`src/rtl/rfae_regmem.sv`:
```
module rfae_regmem #(
  parameter int REGISTER_COUNT = 16,
  parameter int DATA_WIDTH     = 64,
  parameter int AW             = 4
) (
  input  logic                  clk,
  input  logic                  rd_en,
  input  logic [AW-1:0]         rd_addr_a,
  input  logic [AW-1:0]         rd_addr_b,
  output logic [DATA_WIDTH-1:0] rd_data_a,
  output logic [DATA_WIDTH-1:0] rd_data_b,
  input  logic                  wr_en,
  input  logic [AW-1:0]         wr_addr,
  input  logic [DATA_WIDTH-1:0] wr_data
);

  logic [DATA_WIDTH-1:0] mem [REGISTER_COUNT];

  // Write one entry, read two registered
  always_ff @(posedge clk) begin
    if (wr_en) begin
      mem[wr_addr] <= wr_data;
    end
    if (rd_en) begin
      rd_data_a <= mem[rd_addr_a];
      rd_data_b <= mem[rd_addr_b];
    end
  end

endmodule

```
`config.mk`:
```
export PLATFORM = sky130hd
export DESIGN_NAME = rfae_regmem
export DESIGN_NICKNAME = d
export VERILOG_FILES = /design/src/rtl/rfae_regmem.sv
export SDC_FILE = /design/constraint.sdc
export NUM_CORES = 1
export LEC_CHECK = 0
export BUFFER_PORTS_ARGS = -buffer_cell sky130_fd_sc_hd__buf_4
export CORE_AREA = 2 2 339 341
export CTS_CLUSTER_DIAMETER = 80
export DETAILED_ROUTE_END_ITERATION = 6
export DIE_AREA = 0 0 341 343
export PLACE_DENSITY = 0.61
export REMOVE_ABC_BUFFERS = 1
export SLEW_MARGIN = 30
export SYNTH_ARGS = -nofsm -noshare
export SYNTH_HDL_FRONTEND = slang
export SYNTH_SLANG_ARGS = --single-unit
```
`constraint.sdc`:
```
create_clock -name clk -period 8 [get_ports clk]
set_input_delay 1.2 -clock clk [delete_from_list [all_inputs] [get_ports clk]]
set_output_delay 1.2 -clock clk [all_outputs]
set_load 0.02 [all_outputs]
```
* Yosys cells after proc, flatten, opt, wreduce, memory -nomap -nowiden
Memories as Yosys holds them, arrays and structs flattened. A register that Yosys moved wholly into a read port is not among the register bits. Cells that the tools add are included.
Cells by class: mux-type cells 2
Operators by type and width (count):
- 1-bit two-way mux | 2
Storage, ports and cells: output and inout port bits 128, word-level logic and storage cells 3, memories 1, bits in writable memories 1024, register bits after elaboration 0
Memory list:
- mem | words 16, bits a word 64, read ports 2, clocked after memory_dff 2, write ports 1, line 17 | logic [DATA_WIDTH-1:0] mem [REGISTER_COUNT];

* Depth between registers and ports, before layout
Gate-level depths: netlist of the first run.
depth after elaboration 2, depth in mapped cells 6

* Worst setup path after synthesis of the first run
Ideal clock, no wire load.
kind input port to flip-flop, from input wr_addr[2], to memory mem[0][0] (enable), setup slack 1.371 ns, required time 7.435 ns, stages 2, arrival 6.063 ns, cell sequence or3b_2 > nor3_1
RTL lines:
- from (decl) | line 13 | input logic [AW-1:0] wr_addr,
- to (decl) | line 17
No word-level cell before the write port.

==> results_dict.tcl, run 1 <==
set metrics [dict create \
    power_density_nw_per_um2 234.3 \
    synth_area_leaders "sky130_fd_sc_hd__edfxtp_1 70%, sky130_fd_sc_hd__mux4_2 23%, sky130_fd_sc_hd__a22oi_1 3.9%" \
    end_kind "register" \
    worst_pin_slew_ns 1.052 \
    grt_start_max_net_pins 139 \
    synth_seq_area_share_pct 69.76 \
    detailed_place_hpwl_mm 68.72 \
    layout_min_cycle_time_ns 3.319 \
    synth.largest_area_cell "sky130_fd_sc_hd__edfxtp_1" \
    power_frac_clock_pct 40.0 \
    path_max_fanout 87 \
    grt_antenna_before_repair 16 \
    timing_max_transition_violations_final 0 \
    worst_ir_drop_vdd_uv 165.4 \
    clock_latency_ns 0.69 \
    grt_setup_unrepaired "false" \
    std_cell_rows 124 \
    pin_count 207 \
    internal_power_w 0.01034 \
    critical_path.reg2reg.endpoint "rd_data_a[19]" \
    whs_endpoint "rd_data_a[53]" \
    core_region_area_um2 113400 \
    final_antenna_net_count 0 \
    drt_first_iter_violations 2686 \
    vias_per_cell 6.276 \
    wl_per_cell_um 31.91 \
    clock_sinks 1152 \
    routability_congestion_estimate_from_global_placement 0.7276 \
    floorplan.die_area_um2 117000 \
    timing.critical_path.from_type "input port" \
    setup_violations 0 \
    critPathArrivalTime_ns 3.73 \
    ff2ff_path_depth 3 \
    worst_r2r_startpoint "mem[11][19]" \
    synth.ff_latch_count 1152 \
    clockRootBuffer "sky130_fd_sc_hd__clkbuf_16" \
    hold_path.class "register to register" \
    cts.clk_slew.worst_paths_ns 0.06 \
    number_of_hold_buffers_added_after_cts 0 \
    numCtsBuffers 121 \
    layout-drive-gt1-share_pct 37.48 \
    fillerInstances 8905 \
    post-cts-setup-buffers 0 \
    setup_total_negative_slack_ns 0 \
    timing.reg2reg.setup_slack_ns 6.41 \
    yosysUniqueCellTypes 17 \
    post_synth.cell_area_avg_um2 22.07 \
    min_delay_path_depth 3 \
    relSlewSlack_pct 29.83 \
    drc 0 \
    total_switching_power_w 0.002962 \
    crit_type "input port to register" \
    timing.final.hold_violations 0 \
    drt_wl_total_mm 130.4 \
    area_fraction_of_the_dominant_cell_type_after_synthesis_pct 69.76 \
    die-height_um 343 \
    vias_in_the_first_global_route 28100 \
    hold_start "mem[15][53]" \
    cts_tree "yes" \
    initial_core_util_pct 43.72 \
    post_synth_inst_count 2247 \
    power_switching_share_pct 22.27 \
    port_buffers 206 \
    ctsLongestPathBuffers 3 \
    finClkSkew_ns 0.01624 \
    die_x_um 341 \
    cp_data_required_time_ns 8.41 \
    grt_first_pass_wirelength_mm 189.8 \
    cell_area_synth_um2 49590 \
    finish.utilization_pct 50.06 \
    pwr-share-seq_pct 52.0 \
    gr-usage-all-layers_pct 22.52 \
    flow.area_growth_from_synthesis_pct 14.49 \
    globalRoute.totalOverflow 0 \
    outcome "finished clean" \
    num-nets-final 2548 \
    clock.fmax_mhz 301.3 \
    detailedRoute.firstPassIterationCount 7 \
    vias 25640 \
    power_leakage_nw 18.14 \
    power.share.combinational_pct 8.0 \
    yosys_warnings 0 \
    min_period_over_period_pct 41.49 \
    cts.htree.levels 3 \
    max_cap_viol_count 0 \
    cts.repair.resized 0 \
]
==> power groups by stage <==
stage | logic [W] | registers [W] | clock network [W]
3_5_place_dp | 0.00107 | 0.00704 | 0
4_1_cts | 0.00108 | 0.00692 | 0.00543
6_report | 0.00107 | 0.00691 | 0.00532
2_1_floorplan | 0.000464 | 0.00708 | 0
5_1_grt | 0.00114 | 0.00693 | 0.00565
3_3_place_gp | 0.00105 | 0.00703 | 0
==> kinds of logic after synthesis <==
kind of cell / count (synthesis) / synth area share [%]
mux: 512 / 23.25
buf+inv: 168 / 1.829
flops: 1152 / 69.76
simple gates: 159 / 1.282
compound gates: 256 / 3.876
==> worst max-delay path: stages <==
cell and delay (ns):
sky130_fd_sc_hd__buf_8 0.28, sky130_fd_sc_hd__buf_16 0.35, sky130_fd_sc_hd__buf_12 0.60, sky130_fd_sc_hd__mux4_2 0.59
sky130_fd_sc_hd__a22oi_1 0.24, sky130_fd_sc_hd__nand2_1 0.17
==> area by class of cell <==
cell class	count	area, um2	share of cell area (%)
timing repair buffer	267	2308	4.066
tap	1512	1892	3.332
multi-input combinational	927	14250	25.10
clock buffer	145	3161	5.567
antenna	7	17.52	0.03085
sequential	1152	34590	60.93
clock inverter	76	554.3	0.9763
==> state kept, by name, summed over array words and instances, names as in the netlist <==
name / count
rd_data_a: 64
rd_data_b: 64
mem: 1024
==> cell usage after synthesis (all sizes together) <==
cell    instances
clkbuf         83
nor3            4
and2            2
nand3           1
nor2           14
nand2         129
a22oi         256
or3b            1
buf            85
nand2b          2
mux4          512
edfxtp       1152
nor2b           4
nand3b          2
==> worst max path at each step <==
stage,to,startpoint,slack [ns]
after detailed placement,rd_data_b[48],rd_addr_b[0],3.90
final,rd_data_b[48],rd_addr_b[0],4.68
after global routing,rd_data_b[48],rd_addr_b[0],4.50
after CTS,rd_data_b[48],rd_addr_b[0],4.65
after global placement,rd_data_b[48],rd_addr_b[0],3.91
after floorplan,mem[0][0],wr_addr[2],1.37
==> routing by layer <==
| metal | routed length (um) | vias up | global-route usage (%) |
|---|---|---|---|
| li1 | - | 10400 | - |
| met1 | 51230 | 13910 | 29.73 |
| met2 | 64690 | 1079 | 37.42 |
| met3 | 10650 | 232 | 4.826 |
| met4 | 3680 | 18 | 7.608 |
| met5 | 121 | - | 0 |
==> per-stage QoR <==
stage                     std cells  setup slack [ns]  instance area [um2]  power (W)  hold slack [ns]
after floorplan                2079             1.371                48680   0.007549           0.7309
final                          4086             4.681                56770    0.01330           0.7735
after global routing           4085             4.503                56770    0.01372           0.7896
after CTS                      4075             4.652                56650    0.01342           0.7531
after detailed placement       3854             3.896                52930   0.008115           0.7554
after global placement         3848             3.914                52770   0.008081           0.7524
==> placed cells by master, fill, tap and decap left out, types with 3 or more instances in the layout <==
cell | netlist | final
sky130_fd_sc_hd__a22oi_1 | 256 | 256
sky130_fd_sc_hd__buf_12 | 0 | 6
sky130_fd_sc_hd__buf_16 | 0 | 9
sky130_fd_sc_hd__buf_4 | 11 | 244
sky130_fd_sc_hd__buf_6 | 26 | 3
sky130_fd_sc_hd__buf_8 | 0 | 5
sky130_fd_sc_hd__bufinv_16 | 0 | 8
sky130_fd_sc_hd__clkbuf_1 | 83 | 22
sky130_fd_sc_hd__clkbuf_16 | 0 | 123
sky130_fd_sc_hd__clkinv_1 | 0 | 41
sky130_fd_sc_hd__clkinv_2 | 0 | 20
sky130_fd_sc_hd__diode_2 | 0 | 7
sky130_fd_sc_hd__edfxtp_1 | 1152 | 1152
sky130_fd_sc_hd__inv_6 | 0 | 4
sky130_fd_sc_hd__mux4_2 | 512 | 512
sky130_fd_sc_hd__nand2_1 | 129 | 129
sky130_fd_sc_hd__nor2_4 | 0 | 14
sky130_fd_sc_hd__nor2b_4 | 0 | 4
sky130_fd_sc_hd__nor3_2 | 0 | 4
(Power assumes the default switching activity.)
==> run 2: changes to the inputs <==
--- a/config.mk
+++ b/config.mk
@@ -10,7 +10,7 @@
 export CTS_CLUSTER_DIAMETER = 80
 export DETAILED_ROUTE_END_ITERATION = 6
 export DIE_AREA = 0 0 341 343
-export PLACE_DENSITY = 0.61
+export PLACE_DENSITY = 0.63
 export REMOVE_ABC_BUFFERS = 1
 export SLEW_MARGIN = 30
 export SYNTH_ARGS = -nofsm -noshare
==> constraint.sdc (replaced) <==
create_clock -name clk -period 2.7 [get_ports clk]
set_input_delay 0.405 -clock clk [delete_from_list [all_inputs] [get_ports clk]]
set_output_delay 0.405 -clock clk [all_outputs]
set_load 0.02 [all_outputs]
==> run 2 against run 1 <==
  * Clock-buffer cell count is the same
  * Critical path depth fell by 5
  * Wire length is 5.0% higher
  * Cell area is 3.6% higher
  * Cell count is 3.4% higher
  * Setup slack got worse by 3.8 ns
  * First-iteration DRC count up 11%
  * Die area did not move
  * Critical endpoint is now rd_data_b[44]
  * Largest power group unchanged
  * Highest routed layer unchanged
==> results_dict.tcl, run 2 (synthesis gave the netlist of run 1 again) <==
set metrics [dict create \
    reg.largest.list "mem (1024), rd_data_a (64), rd_data_b (64)" \
    final_common_cell "sky130_fd_sc_hd__edfxtp_1" \
    grt_start_max_net_pins 65 \
    numCtsBuffers 118 \
    ctsLongestPathBuffers 3 \
    final_antenna_net_count 0 \
    clock.fmax_mhz 549.8 \
    clock_sinks 1152 \
    setup_total_negative_slack_ns 0 \
    grt_setup_unrepaired "false" \
    pwr-share-seq_pct 51.4 \
    outcome "finished clean" \
    layout-drive-gt1-share_pct 38.97 \
    die-height_um 343 \
    timing.final.hold_violations 0 \
    crit_type "register to output port" \
    worst_setup_slack_after_placement_ns 0.3590 \
    cts_tree "yes" \
    port_buffers 206 \
    cts.htree.levels 3 \
    path_cells "buf_4" \
    routability_congestion_estimate_from_global_placement 0.7574 \
    critPathMaxStageDelay_ns 0.50 \
    worst_ir_drop_vdd_uv 466.2 \
    timing.reg2reg.setup_slack_ns 1.07 \
    post-cts-setup-buffers 0 \
    mostFrequentLayoutCells "1152 x sky130_fd_sc_hd__edfxtp_1, 512 x sky130_fd_sc_hd__mux4_2, 271 x sky130_fd_sc_hd__buf_4" \
    num-nets-final 2697 \
    globalRoute.totalOverflow 0 \
    gr-usage-all-layers_pct 23.51 \
    power.share.combinational_pct 8.7 \
    setup_violations 0 \
    worst_slack_ns 0.8812 \
    regMostFlops "mem" \
    clockRootBuffer "sky130_fd_sc_hd__clkbuf_16" \
    ff2ff_path_depth 3 \
    end_kind "output port" \
    layout_min_cycle_time_ns 1.819 \
    detailed_place_hpwl_mm 76.16 \
    vias_in_the_first_global_route 28670 \
    min_period_over_period_pct 67.36 \
    whs_endpoint "mem[5][55]" \
    cp_data_required_time_ns 2.30 \
    core_region_area_um2 113400 \
    largest_register_ffs 1024 \
    timing_max_transition_violations_final 0 \
    std_cell_rows 124 \
    pin_count 207 \
    cp_num_buf_inv 1 \
    finish.utilization_pct 51.87 \
    die_x_um 341 \
    power_density_nw_per_um2 678.0 \
    slowest_cp_cell "sky130_fd_sc_hd__edfxtp_1" \
    power_frac_clock_pct 40.0 \
    power_switching_share_pct 22.32 \
    grt_antenna_before_repair 2 \
    fillerInstances 8721 \
    flow.area_growth_from_synthesis_pct 18.64 \
    vias_per_cell 6.326 \
    wl_per_cell_um 32.39 \
    power_leakage_nw 19.05 \
    hold_path.class "input port to register" \
    drt_wl_total_mm 136.9 \
    clock_latency_ns 0.71 \
    internal_power_w 0.03099 \
    drt_first_iter_violations 2982 \
    timing.critical_path.from_type "register" \
    min_delay_path_depth 1 \
    critPathArrivalTime_ns 1.41 \
    critical-path-top-delay-family "flip-flops" \
    relSlewSlack_pct 57.39 \
    finClkSkew_ns 0.02028 \
    hold_start "wr_data[55]" \
    max_cap_viol_count 0 \
    cts.clk_slew.worst_paths_ns 0.06 \
    path_max_fanout 1 \
    initial_core_util_pct 43.72 \
    grt_first_pass_wirelength_mm 198.4 \
    total_switching_power_w 0.008904 \
    worst_r2r_startpoint "mem[11][28]" \
    floorplan.die_area_um2 117000 \
    detailedRoute.firstPassIterationCount 6 \
    vias 26730 \
    worst_pin_slew_ns 0.6376 \
    critical_path.reg2reg.endpoint "rd_data_a[28]" \
    drc 0 \
]
[run 2: cell types whose count changed in the layout (fill, tap and decap cells not counted), sizes merged]
cell         before  now
buf             267  356
dlygate4sd3       0   63
clkinv           63   48
clkinvlp          1    7
diode             7    2
bufinv            8   10
[run 2: power groups by stage]
stage | combinational, W | sequential (W) | clock [W]
after floorplan | 0.00138 | 0.0210 | 0
after global placement | 0.00334 | 0.0208 | 0
after detailed placement | 0.00340 | 0.0209 | 0
after CTS | 0.00349 | 0.0205 | 0.0162
after global routing | 0.00367 | 0.0205 | 0.0169
final | 0.00346 | 0.0205 | 0.0159
[run 2: what timing repair did]
action                    4_1_cts  5_1_grt
hold endpoints to repair     1007        0
gates resized for setup         0        0
hold buffers                   63        0
[run 2: metal layers]
metal | vias to the layer above | track usage (%) | share of wire, %
li1 | 10700 | - | -
met1 | 14450 | 32.50 | 40
met2 | 1305 | 38.47 | 49
met3 | 281 | 3.640 | 7.9
met4 | 2 | 8.040 | 3.3
met5 | - | 0 | 0.011
[run 2: worst max-delay path by stage]
stage / startpoint / end / slack (ns) / cells past startpoint
detailed placement: rd_addr_b[0] / rd_data_b[3] / 0.36 / 6
floorplan: wr_addr[2] / mem[0][0] / -3.13 / 2
CTS: rd_data_b[28] / rd_data_b[28] / 0.85 / 1
global placement: rd_addr_b[0] / rd_data_b[51] / 0.39 / 6
finish: rd_data_b[44] / rd_data_b[44] / 0.88 / 1
global route: rd_data_b[28] / rd_data_b[28] / 0.85 / 1
[run 2: area by class of cell]
type,count,area (um2),share of cell area (%)
clock buffers,145,3139,5.336
multi-input cells,927,14250,24.22
flip-flops and latches,1152,34590,58.80
diodes,2,5.005,0.008507
clock inverters,69,615.6,1.046
well taps,1512,1892,3.216
repair buffers,419,4338,7.373
[run 2: worst reg2reg max path, stage by stage (launching register included)]
cell and delay [ns]:
sky130_fd_sc_hd__edfxtp_1 0.39, sky130_fd_sc_hd__mux4_2 0.48, sky130_fd_sc_hd__a22oi_1 0.24, sky130_fd_sc_hd__nand2_1 0.22
[run 2: per-stage QoR]
step	hold slack, ns	instance area, um2	total power [W]	instances
finish	0.04545	58830	0.03989	4226
global route	0.03798	58830	0.04109	4225
CTS	0.003571	58830	0.04020	4224
detailed placement	0.7078	54440	0.02427	3947
global placement	0.6951	54440	0.02417	3947
floorplan	0.5039	48680	0.02237	2079
