### src/rtl/rfae_divider.sv
module rfae_divider #(
  parameter int DATA_WIDTH = 64
) (
  input  logic                  clk,
  input  logic                  rst,
  input  logic                  start,
  input  logic [DATA_WIDTH-1:0] dividend,
  input  logic [DATA_WIDTH-1:0] divisor,
  output logic                  done,
  output logic [DATA_WIDTH-1:0] quotient
);

  localparam int CW = $clog2(DATA_WIDTH + 1);

  logic [DATA_WIDTH-1:0] rem;
  logic [DATA_WIDTH-1:0] quo;
  logic [DATA_WIDTH-1:0] dsr;
  logic [CW-1:0]         count;
  logic                  busy;
  logic [DATA_WIDTH:0]   trial;
  logic [DATA_WIDTH:0]   diff;

  // Shift in one dividend bit and try the subtract
  always_comb begin
    trial = {rem, quo[DATA_WIDTH-1]};
    diff  = trial - {1'b0, dsr};
  end

  // Restoring division, one quotient bit per cycle
  always_ff @(posedge clk) begin
    if (rst) begin
      busy  <= 1'b0;
      done  <= 1'b0;
      count <= '0;
    end else begin
      done <= !start && busy && (count == CW'(1));
      if (start) begin
        busy  <= 1'b1;
        count <= CW'(DATA_WIDTH);
        rem   <= '0;
        quo   <= dividend;
        dsr   <= divisor;
      end else if (busy) begin
        if (diff[DATA_WIDTH]) begin
          rem <= trial[DATA_WIDTH-1:0];
          quo <= {quo[DATA_WIDTH-2:0], 1'b0};
        end else begin
          rem <= diff[DATA_WIDTH-1:0];
          quo <= {quo[DATA_WIDTH-2:0], 1'b1};
        end
        count <= count - CW'(1);
        busy  <= (count != CW'(1));
      end
    end
  end

  assign quotient = quo;

endmodule

### config.mk
export PLATFORM = sky130hd
export DESIGN_NAME = rfae_divider
export DESIGN_NICKNAME = d
export VERILOG_FILES = /design/src/rtl/rfae_divider.sv
export SDC_FILE = /design/constraint.sdc
export NUM_CORES = 1
export LEC_CHECK = 0
export BUFFER_PORTS_ARGS = -buffer_cell sky130_fd_sc_hd__buf_2
export CELL_PAD_IN_SITES_DETAIL_PLACEMENT = 1
export CELL_PAD_IN_SITES_GLOBAL_PLACEMENT = 1
export CORE_UTILIZATION = 45
export CTS_CLUSTER_DIAMETER = 120
export DETAILED_ROUTE_END_ITERATION = 6
export PLACE_DENSITY_LB_ADDON = 0.1
export SYNTH_ARGS = -nofsm -noshare
export SYNTH_HDL_FRONTEND = slang
export SYNTH_SLANG_ARGS = --single-unit
export TNS_END_PERCENT = 100
### constraint.sdc
create_clock -name clk -period 9.5 [get_ports clk]
set_clock_uncertainty 0.15 [all_clocks]
set_input_delay 1.9 -clock clk [delete_from_list [all_inputs] [get_ports clk]]
set_output_delay 1.9 -clock clk [all_outputs]
set_load 0.01 [all_outputs]
---- Word level (Yosys, flattened, before mapping) ----
Index checks and enable logic that the tools add are counted.
Widths: inputs -> output; s select.
operators by class
  $add $sub $neg .......................... 2
  $mul .................................... 0
  div/mod/pow operators ................... 0
  order comparisons ....................... 0
  equality and inequality tests ........... 2
  shift operators ......................... 0
  mux-type cells .......................... 9
  bitwise operators ....................... 1
  reduce and logical (&&, ||, !) cells .... 7
operators with widths
  kind                 count
  $mux 64              4
  $sub 65x64->65       1
  $mux 7               2
  $eq 7x1->1 const B   1
  $ne 7x1->1 const B   1
  $sub 7x1->7 const B  1
  $reduce_and 2->1     2
  $mux 1               3
  $logic_and 1x1->1    2
  $reduce_bool 2->1    1
  $reduce_or 2->1      1
  $logic_not 1->1      1
  $not 1->1            1
storage, ports and cells
  register bits after elaboration ......... 201
  bits in latches ......................... 0
  RAM bits ................................ 0
  ROM bits ................................ 0
  bits of input ports ..................... 131
  output and inout port bits .............. 65
  word-level logic and storage cells ...... 28
  memories kept ........................... 0

---- Logic depth before layout (Yosys ltp) ----
Gate-level depths: netlist of the first run.
  word-level depth ........................ 4
  mapped depth ............................ 15
  gate-level depth less buffers ........... 14

---- Worst setup path before layout of the first run ----
Ideal clock, no wire load.
  path kind ............................... input -> register
  start point ............................. in start
  end point ............................... reg quo[0], in the netlist quotient[0], enable pin
  setup time .............................. 618 ps
  arrival time ............................ 7797 ps
  data required time ...................... 8732 ps
  setup slack ............................. 935 ps
  stages .................................. 4
  path buffers ............................ 2
  path through ............................ clkbuf_1 -> clkbuf_1 -> nor2_1 -> nor2_1
on the way
  word-level cells in the longest chain between the ends .. 2
RTL lines
  element                      RTL line  RTL
  start: declaration           6         input logic start,
  $reduce_bool 2->1 (no line)  --
  $reduce_and 2->1 (no line)   --
  end signal: assignment       41        quo <= dividend;
  end signal: assignment       46        quo <= {quo[DATA_WIDTH-2:0], 1'b0};
  end signal: assignment       49        quo <= {quo[DATA_WIDTH-2:0], 1'b1};
  end: declaration             16        logic [DATA_WIDTH-1:0] quo;
No other way between the ends.
A chain may end at the register's enable or synchronous reset.

---- Worst setup path after layout of the first run ----
  start point ............................. reg quo[63], in the netlist quotient[63]
  end point ............................... reg rem[14] (data pin)
on the way
  word-level cells in the longest chain between the ends .. 3
RTL lines
  element                 RTL line  RTL
  $sub 65x64->65          26        diff = trial - {1'b0, dsr};
  $mux 64                 44        if (diff[DATA_WIDTH]) begin
  $mux 64                 43        end else if (busy) begin
  end signal: assignment  45        rem <= trial[DATA_WIDTH-1:0];
  end signal: assignment  48        rem <= diff[DATA_WIDTH-1:0];
  end: declaration        15        logic [DATA_WIDTH-1:0] rem;
No other way between the ends. The select of a mux whose other input is x is not followed.

==> run_results.csv, run 1 <==
group,metric,value,unit
synthesis,ys_seq_area_share,50.0,%
synthesis,synthArstFlopShare,0,%
critical_path,slowest_delay,0.89,ns
clock_tree,cts_buffer_depth,3,
cells_and_area,layout-drive-gt1-share,25.1,%
die,die_h,165,um
synthesis,synth_edf_count,192,
placement,hpwl,21400,um
power_and_ir_drop,p_total,2.78,mW
global_route,grt_pass1_vias,9337,
sta,slew_viol_final,0,
critical_path,critPathMaxFanout,45,
drt,vias_per_cell,5.49,
clock_tree,cts_buffers,24,
critical_path,path_cells,"inv_1 -> ha_1 -> fa_1 -> nand2b_1 -> a211oi_1 -> nor2_1 -> a21oi_4 -> a21oi_2 -> o41ai_4 -> a21oi_4 -> xnor2_4 -> buf_4 -> mux2i_1 -> nor2_1",
global_route,grt_pass1_wl,47500,um
die,die_x,165,um
cells_and_area,area_growth,16.5,%
critical_path,cp-end-kind,"flip-flop",
placement,io_buffers,195,
clock_tree,cts_root_buffer,"clkbuf_16",
clock_tree,cts_tree,"done",
die,coreArea,0.0260,mm2
drt,drc,0,
drt,ant_nets,0,
power_and_ir_drop,ir_drop,0.000140,V
die,dieArea,0.0271,mm2
clock_tree,insertion_delay,0.55,ns
clock_tree,clk_pin_slew,0.06,ns
global_route,antenna_found_initial,1,
drt,via_count,8722,
critical_path,arrival,5.17,ns
clock_tree,hold_buffers,0,
die,core.rowCount,59,
critical_path,cpMaxStageDelayCell,"xnor2_4",
run_status,status,"finished, final reports clean",
die,start_util,45.8,%
drt,wirelength,29600,um
die,ios,196,
sta,worst_slew_pin_slew,1.13,ns
sta,final_hold_viol_count,0,
clock_tree,ctsResizeCount,0,
critical_path,cp-start-kind,"flip-flop",
sta,fmax,197,MHz
synthesis,syn_area,0.0119,mm2
global_route,grt_usage,22.1,%
critical_path,critical_path_class,"flip-flop to flip-flop",
cells_and_area,fin_nets,1434,
sta,fin_crit_sh,53.4,%
synthesis,syn_area_per_cell,11.3,um2
min_path,hold_path_class,"flip-flop to flip-flop",
cells_and_area,layout.cells.non_filler,1589,
clock_tree,post_cts_buffers,0,
sta,relSlewSlack,24.5,%
clock_tree,htree_levels,1,
synthesis,syn_inst,1056,
synthesis,synth_ff_type,"edfxtp_1",
drt,wl_per_cell,18.6,um
synthesis,ys_ff_latch,201,
sta,setup-tns-final,0,ns
power_and_ir_drop,p_per_area,201,mW/mm2
synthesis,ys.warnings.count,0,
global_route,grt-ovfl-total,0,
cells_and_area,regArea,0.00595,mm2
sta,rsz0062_at_grt,"no",
cells_and_area,antenna_cells,0,
drt,drtIter0Drc,386,
cells_and_area,n_fill_cell,2858,
job,cap_violations,0,
sta,fin_crit,5.07,ns
cells_and_area,multi_input_area,0.00543,mm2
clock_tree,clkSinkCount,201,
placement,place_inst,1545,
sta,finalSetupViolCount,0,
drt,firstDrtPassIters,4,
power_and_ir_drop,p_leak,5.85,nW
synthesis,syn-num-nets,1254,
synthesis,synth.distinct_cells,66,
placement,gp_congestion,0.801,
critical_path,cp.required,9.60,ns
global_route,grt_max_degree,69,
-- critical path: cells and delay by family (launching register included) --
family                   cells  cell delay, ns
adder cells (fa/ha/maj)      2            0.64
buffers and inverters        2            0.83
flip-flops                   1            0.37
AO/OA/AOI/OAI                5            1.19
multiplexers                 1            0.29
AND/OR/NAND/NOR              3            0.40
XOR/XNOR                     1            0.89
-- routing by layer --
metal	routed length, um	vias to the layer above	global-route usage (%)
li1	-	4224	-
met1	13300	4246	28.7
met2	13600	205	36.6
met3	1920	45	5.52
met4	671	2	5.63
met5	10	-	0
-- through the flow --
stage	hold WS (ns)	util [%]	worst slack, ns	area [um2]
finish	0.375	53.4	4.43	13900
global route	0.417	53.4	4.09	13900
CTS	0.369	53.4	4.35	13900
detailed placement	0.378	50.5	4.35	13100
global placement	0.332	50.5	4.58	13100
floorplan	0.319	-	0.935	11900
-- where the power goes --
| part | switching [mW] | internal [mW] |
|---|---|---|
| Clock | 0.380 | 0.494 |
| Combinational | 0.457 | 0.335 |
| Sequential | 0.0397 | 1.08 |
| Total | 0.877 | 1.90 |
-- area by class of cell --
type | count | area share [%]
clock buffer | 34 | 4.82
clock inverter | 10 | 0.587
inverter | 82 | 2.22
multi-input combinational | 727 | 39.1
sequential | 201 | 42.9
tap | 335 | 3.02
timing repair buffer | 200 | 7.33
-- cell usage in the layout (no fill, tap or decap), types with 34 or more instances in the layout --
cell type and n:
buf_2 194, edfxtp_1 192, nor2_1 100, inv_1 82, a21oi_1 67, ha_1 66
mux2_2 63, nand2_1 55, mux2i_1 53, xnor2_1 45, o21ai_0 34
-- logic make-up after synthesis --
group           after synthesis  synth area share, %
simple gates                249                 9.64
compound gates              226                 13.0
flops                       201                 50.0
buf+inv                     128                 4.56
mux                         117                 10.5
xor+xnor                     68                 5.16
fa+ha+maj                    67                 7.11
-- Yosys cell counts (14+ instances only) --
cell type / number / area (um2)
xor2_1: 22 / 193
edfxtp_1: 192 / 5770
nor2_1: 101 / 379
xnor2_1: 45 / 394
mux2_2: 63 / 709
nand3_1: 14 / 70.1
a21o_1: 30 / 225
a21oi_1: 67 / 335
ha_1: 66 / 826
mux2i_1: 53 / 531
clkbuf_1: 28 / 105
nand4_1: 15 / 93.8
nand2_1: 55 / 206
inv_1: 82 / 308
o21ai_0: 34 / 170
nand2b_1: 15 / 93.8
-- registers in the layout, indices dropped and copies added (netlist names) --
register,flops
dsr,64
done,1
rem,64
count,7
busy,1
quotient,64
-- path summary, 6_finish.rpt --
check | from | end | slack [ns] | cells after the start
worst max-delay path | quotient[63] | rem[14] | 4.43 | 14
worst min register to register | count[1] | count[1] | 0.37 | 2
worst max register to register | quotient[63] | rem[14] | 4.43 | 14
worst min-delay path | count[1] | count[1] | 0.37 | 2
Note: power is estimated with default switching activity, not from simulation.
==> inputs of run 2 (changes only) <==
CORE_UTILIZATION = 41   (was 45)
clock period = 4.3 ns   (was 9.5 ns; I/O delays follow)
==> run 2 against run 1 <==
Against the previous run:
- critical path depth unchanged
- non-clock buffer count up 1
- register-to-register slack worse by 4.1 ns
- global-route usage down 1.1 points
- wire length up 3.4%
- die area up 9.6%
- via count down 0.85%
- critical endpoint is now rem[34]
- largest cell class unchanged
==> run_results.csv, run 2 (synthesis gave the netlist of run 1 again) <==
group,metric,value,unit
run_status,status,"finished, final reports clean",
power_and_ir_drop,p_clk_share,31.0,%
drt,drtIter0Drc,397,
drt,firstDrtPassIters,5,
drt,drc,0,
drt,wirelength,30600,um
sta,rsz0062_at_grt,"no",
sta,fmax,250,MHz
global_route,antenna_found_initial,4,
clock_tree,clkSinkCount,201,
power_and_ir_drop,power.share.switching,31.7,%
die,start_util,42.2,%
drt,via_count,8648,
clock_tree,cts_tree,"done",
critical_path,slowest_delay,0.48,ns
power_and_ir_drop,p_leak,5.87,nW
clock_tree,ctsResizeCount,0,
die,core.rowCount,61,
cells_and_area,fin_nets,1436,
power_and_ir_drop,ir_drop,0.000297,V
drt,vias_per_cell,5.29,
global_route,grt_pass1_wl,48700,um
power_and_ir_drop,p_int,4.19,mW
power_and_ir_drop,p_per_area,440,mW/mm2
critical_path,critPathMaxFanout,47,
sta,fin_crit_sh,93.0,%
cells_and_area,layout-drive-gt1-share,25.0,%
clock_tree,hold_buffers,0,
clock_tree,insertion_delay,0.54,ns
clock_tree,htree_levels,1,
clock_tree,post_cts_buffers,0,
sta,setup-tns-final,0,ns
power_and_ir_drop,p_switching,1.95,mW
sta,worst_slew_pin_slew,0.833,ns
critical_path,cp-end-kind,"flip-flop",
sta,slew_viol_final,0,
critical_path,cp.required,4.53,ns
critical_path,cpMaxStageDelayCell,"o41ai_4",
sta,finalSetupViolCount,0,
power_and_ir_drop,combPwrFrac,28.9,%
global_route,grt-ovfl-total,0,
cells_and_area,final_common_cell,"buf_2",
job,cap_violations,0,
clock_tree,cts_root_buffer,"clkbuf_16",
critical_path,path_cells,"inv_1 -> ha_1 -> fa_1 -> nand2b_1 -> a211oi_1 -> nor2_1 -> a21oi_4 -> a21oi_2 -> o41ai_4 -> a21oi_4 -> xnor2_4 -> buf_12 -> nand2b_1 -> o22ai_1",
placement,gp_congestion,0.804,
placement,io_buffers,195,
placement,hpwl,22200,um
critical_path,cp-start-kind,"flip-flop",
critical_path,cp_num_buf_inv,2,
cells_and_area,multi_input_area,0.00543,mm2
die,ios,196,
die,die_x,172,um
die,coreArea,0.0282,mm2
global_route,grt_usage,20.9,%
sta,fin_crit,4.00,ns
sta,final_hold_viol_count,0,
cells_and_area,layout_common_cells,"194 x buf_2, 192 x edfxtp_1, 100 x nor2_1",
die,dieArea,0.0297,mm2
critical_path,arrival,4.23,ns
clock_tree,cts_buffers,25,
global_route,grt_max_degree,102,
critical_path,critPathTopFamily,"compound AO/OA/AOI/OAI gates",
drt,wl_per_cell,18.7,um
critical_path,critical_path_class,"flip-flop to flip-flop",
cells_and_area,regArea,0.00595,mm2
power_and_ir_drop,pwr-share-seq,40.1,%
clock_tree,cts_buffer_depth,3,
cells_and_area,n_fill_cell,3098,
cells_and_area,fin_util,49.6,%
clock_tree,clk_pin_slew,0.06,ns
drt,ant_nets,0,
critical_path,reg2reg_slack,0.30,ns
min_path,hold_path_class,"input port to flip-flop",
cells_and_area,area_growth,17.3,%
die,die_h,172,um
global_route,grt_pass1_vias,9137,
sta,relSlewSlack,44.5,%
==> run 2: layer usage <==
layer	share of wire (%)	track usage (%)	wire, um
met3	6.7	5.61	2040
met4	2.2	4.92	674
met2	47	35.0	14200
met1	45	26.9	13600
met5	0.10	0	31
==> run 2: power by group through the flow <==
stage / sequential, mW / combinational (mW) / clock (mW)
floorplan: 2.50 / 1.34 / 0
global placement: 2.49 / 1.76 / 0
detailed placement: 2.50 / 1.78 / 0
CTS: 2.46 / 1.80 / 1.98
global route: 2.48 / 1.97 / 2.02
finish: 2.46 / 1.77 / 1.90
==> run 2: worst paths after layout <==
path                start       end  cells past startpoint
max          quotient[63]   rem[34]                     14
min           divisor[24]   dsr[24]                      1
max reg2reg  quotient[63]   rem[34]                     14
min reg2reg      count[1]  count[1]                      2
==> run 2: layout make-up <==
cell class / instances / area share, %
diodes: 1 / 0.0179
clock buffers: 28 / 4.56
clock inverters: 16 / 0.654
inverters: 82 / 2.21
multi-input cells: 727 / 38.9
flip-flops and latches: 201 / 42.6
well taps: 378 / 3.39
repair buffers: 201 / 7.69
==> run 2: through the flow <==
step / std cells / setup WS, ns / power [mW] / instance area (um2) / hold slack, ns
2_1_floorplan: 1056 / 0.375 / 3.83 / 11900 / 0.319
3_3_place_gp: 1589 / 0.404 / 4.25 / 13200 / 0.336
3_5_place_dp: 1589 / 0.243 / 4.28 / 13200 / 0.353
4_1_cts: 1633 / 0.220 / 6.23 / 14000 / 0.304
5_1_grt: 1633 / 0.0405 / 6.47 / 14000 / 0.320
6_report: 1634 / 0.300 / 6.14 / 14000 / 0.338
==> inputs of run 3 (changes only) <==
REMOVE_ABC_BUFFERS = 1   (was default)
==> run 3 against run 2 <==
Against the previous run:
- setup slack gained 0.055 ns
- sequential share of layout area fell by 0.11 points
- non-clock buffer count grew 3
- sequential cell count is the same
- first-iteration DRC count is 1.5% lower
- design area is 0.26% higher
- critical path depth did not move
- cell count up 0.18%
- critical path type unchanged
- core utilization is 0.13 points higher
- wire length shrank 0.89%
==> run_results.csv, run 3 (synthesis gave the netlist of run 1 again) <==
group,metric,value,unit
die,ios,196,
critical_path,cp-end-kind,"flip-flop",
power_and_ir_drop,p_total,6.25,mW
global_route,antenna_found_initial,6,
cells_and_area,antenna_cells,0,
placement,postPlaceCellArea,0.0132,mm2
drt,ant_nets,0,
global_route,grt_pass1_vias,9241,
clock_tree,insertion_delay,0.54,ns
cells_and_area,layout_common_cells,"194 x buf_2, 192 x edfxtp_1, 100 x nor2_1",
clock_tree,cts_root_buffer,"clkbuf_16",
clock_tree,clkSinkCount,201,
die,dieArea,0.0297,mm2
drt,vias_per_cell,5.32,
drt,drc,0,
cells_and_area,area_growth,17.6,%
critical_path,reg2reg_depth,14,
power_and_ir_drop,ir_drop,0.000314,V
clock_tree,cts_buffer_depth,3,
clock_tree,clk_pin_slew,0.06,ns
drt,wl_met2,13500,um
sta,setup-tns-final,0,ns
sta,worst_slew_pin_slew,0.995,ns
drt,highest_layer,"met5",
critical_path,arrival,4.18,ns
critical_path,crit_start,"quotient[63]",
job,cap_violations,0,
sta,finalSetupViolCount,0,
clock_tree,cts_tree,"done",
drt,dr_wl_met3,2080,um
die,die_h,172,um
critical_path,critPathMaxFanout,23,
cells_and_area,final_common_cell,"buf_2",
critical_path,r2r-start,"quotient[63]",
placement,io_buffers,195,
clock_tree,ctsResizeCount,0,
sta,slew_viol_final,0,
cells_and_area,fin_nets,1439,
drt,wl_per_cell,18.5,um
drt,wirelength,30300,um
critical_path,reg2reg_slack,0.35,ns
critical_path,cp_num_buf_inv,2,
clock_tree,htree_levels,1,
clock_tree,hold_buffers,0,
cells_and_area,layout.cells.non_filler,1637,
placement,gp_congestion,0.839,
global_route,grt_pass1_wl,48300,um
drt,wl_met1,14000,um
cells_and_area,design_area,0.0140,mm2
clock_tree,cts_buffers,25,
sta,relSlewSlack,33.7,%
critical_path,slowest_delay,0.52,ns
die,start_util,42.2,%
sta,fin_crit,3.95,ns
critical_path,r2r_end,"rem[44]",
clock_tree,post_cts_buffers,0,
cells_and_area,layout-drive-gt1-share,25.8,%
critical_path,path_cells,"inv_1 -> ha_1 -> fa_1 -> nand2b_1 -> a211oi_1 -> nor2_1 -> a21oi_4 -> a21oi_2 -> o41ai_4 -> a21oi_4 -> xnor2_4 -> buf_4 -> nand2b_1 -> o22ai_1",
power_and_ir_drop,p_leak,5.89,nW
die,coreArea,0.0282,mm2
placement,hpwl,22200,um
critical_path,critPathTopFamily,"compound AO/OA/AOI/OAI gates",
critical_path,worst-path-stages,14,
global_route,grt_max_degree,67,
critical_path,cp.required,4.53,ns
critical_path,critical_path_class,"flip-flop to flip-flop",
die,die_x,172,um
drt,firstDrtPassIters,4,
min_path,hold_path_class,"input port to flip-flop",
sta,final_hold_viol_count,0,
run_status,status,"finished, final reports clean",
critical_path,cp-start-kind,"flip-flop",
global_route,grt_usage,20.7,%
critical_path,cp-endpoint,"rem[44]",
power_and_ir_drop,p_per_area,446,mW/mm2
global_route,grt-ovfl-total,0,
placement,place_inst,1592,
drt,drtIter0Drc,391,
sta,rsz0062_at_grt,"no",
sta,fin_crit_sh,91.7,%
sta,fmax,253,MHz
drt,via_count,8715,
min_path,hold_start,"divisor[62]",
critical_path,cpMaxStageDelayCell,"o41ai_4",
die,core.rowCount,61,
[run 3: worst min path at each step]
stage / end / slack (ns) / cells past startpoint
6_report: dsr[62] / 0.34 / 1
5_1_grt: dsr[62] / 0.32 / 1
4_1_cts: dsr[24] / 0.32 / 1
3_5_place_dp: count[1] / 0.39 / 2
3_3_place_gp: count[1] / 0.34 / 2
2_1_floorplan: count[1] / 0.32 / 2
[run 3: layout make-up]
type | instances | area (um2)
clock inverters | 12 | 86.3
well taps | 378 | 473
flip-flops and latches | 201 | 5950
repair buffers | 204 | 1060
fillers | 3086 | 14200
inverters | 82 | 308
multi-input cells | 727 | 5430
clock buffers | 33 | 696
[run 3: metrics by stage]
stage / hold WS, ns / util [%] / worst slack, ns
global placement: 0.339 / 46.9 / 0.453
floorplan: 0.319 / - / -2.74
global route: 0.320 / 49.7 / 0.0663
detailed placement: 0.388 / 46.9 / 0.331
finish: 0.337 / 49.7 / 0.355
CTS: 0.318 / 49.7 / 0.312
[run 3: report_power, final]
group,internal (mW),switching [mW]
registers,2.38,0.0892
clock network,1.15,0.862
logic,0.752,1.02
[run 3: metal layers]
layer	GRT usage [%]	up-vias
li1	-	4246
met4	5.35	10
met5	0	-
met2	32.6	226
met1	27.8	4188
met3	5.70	45
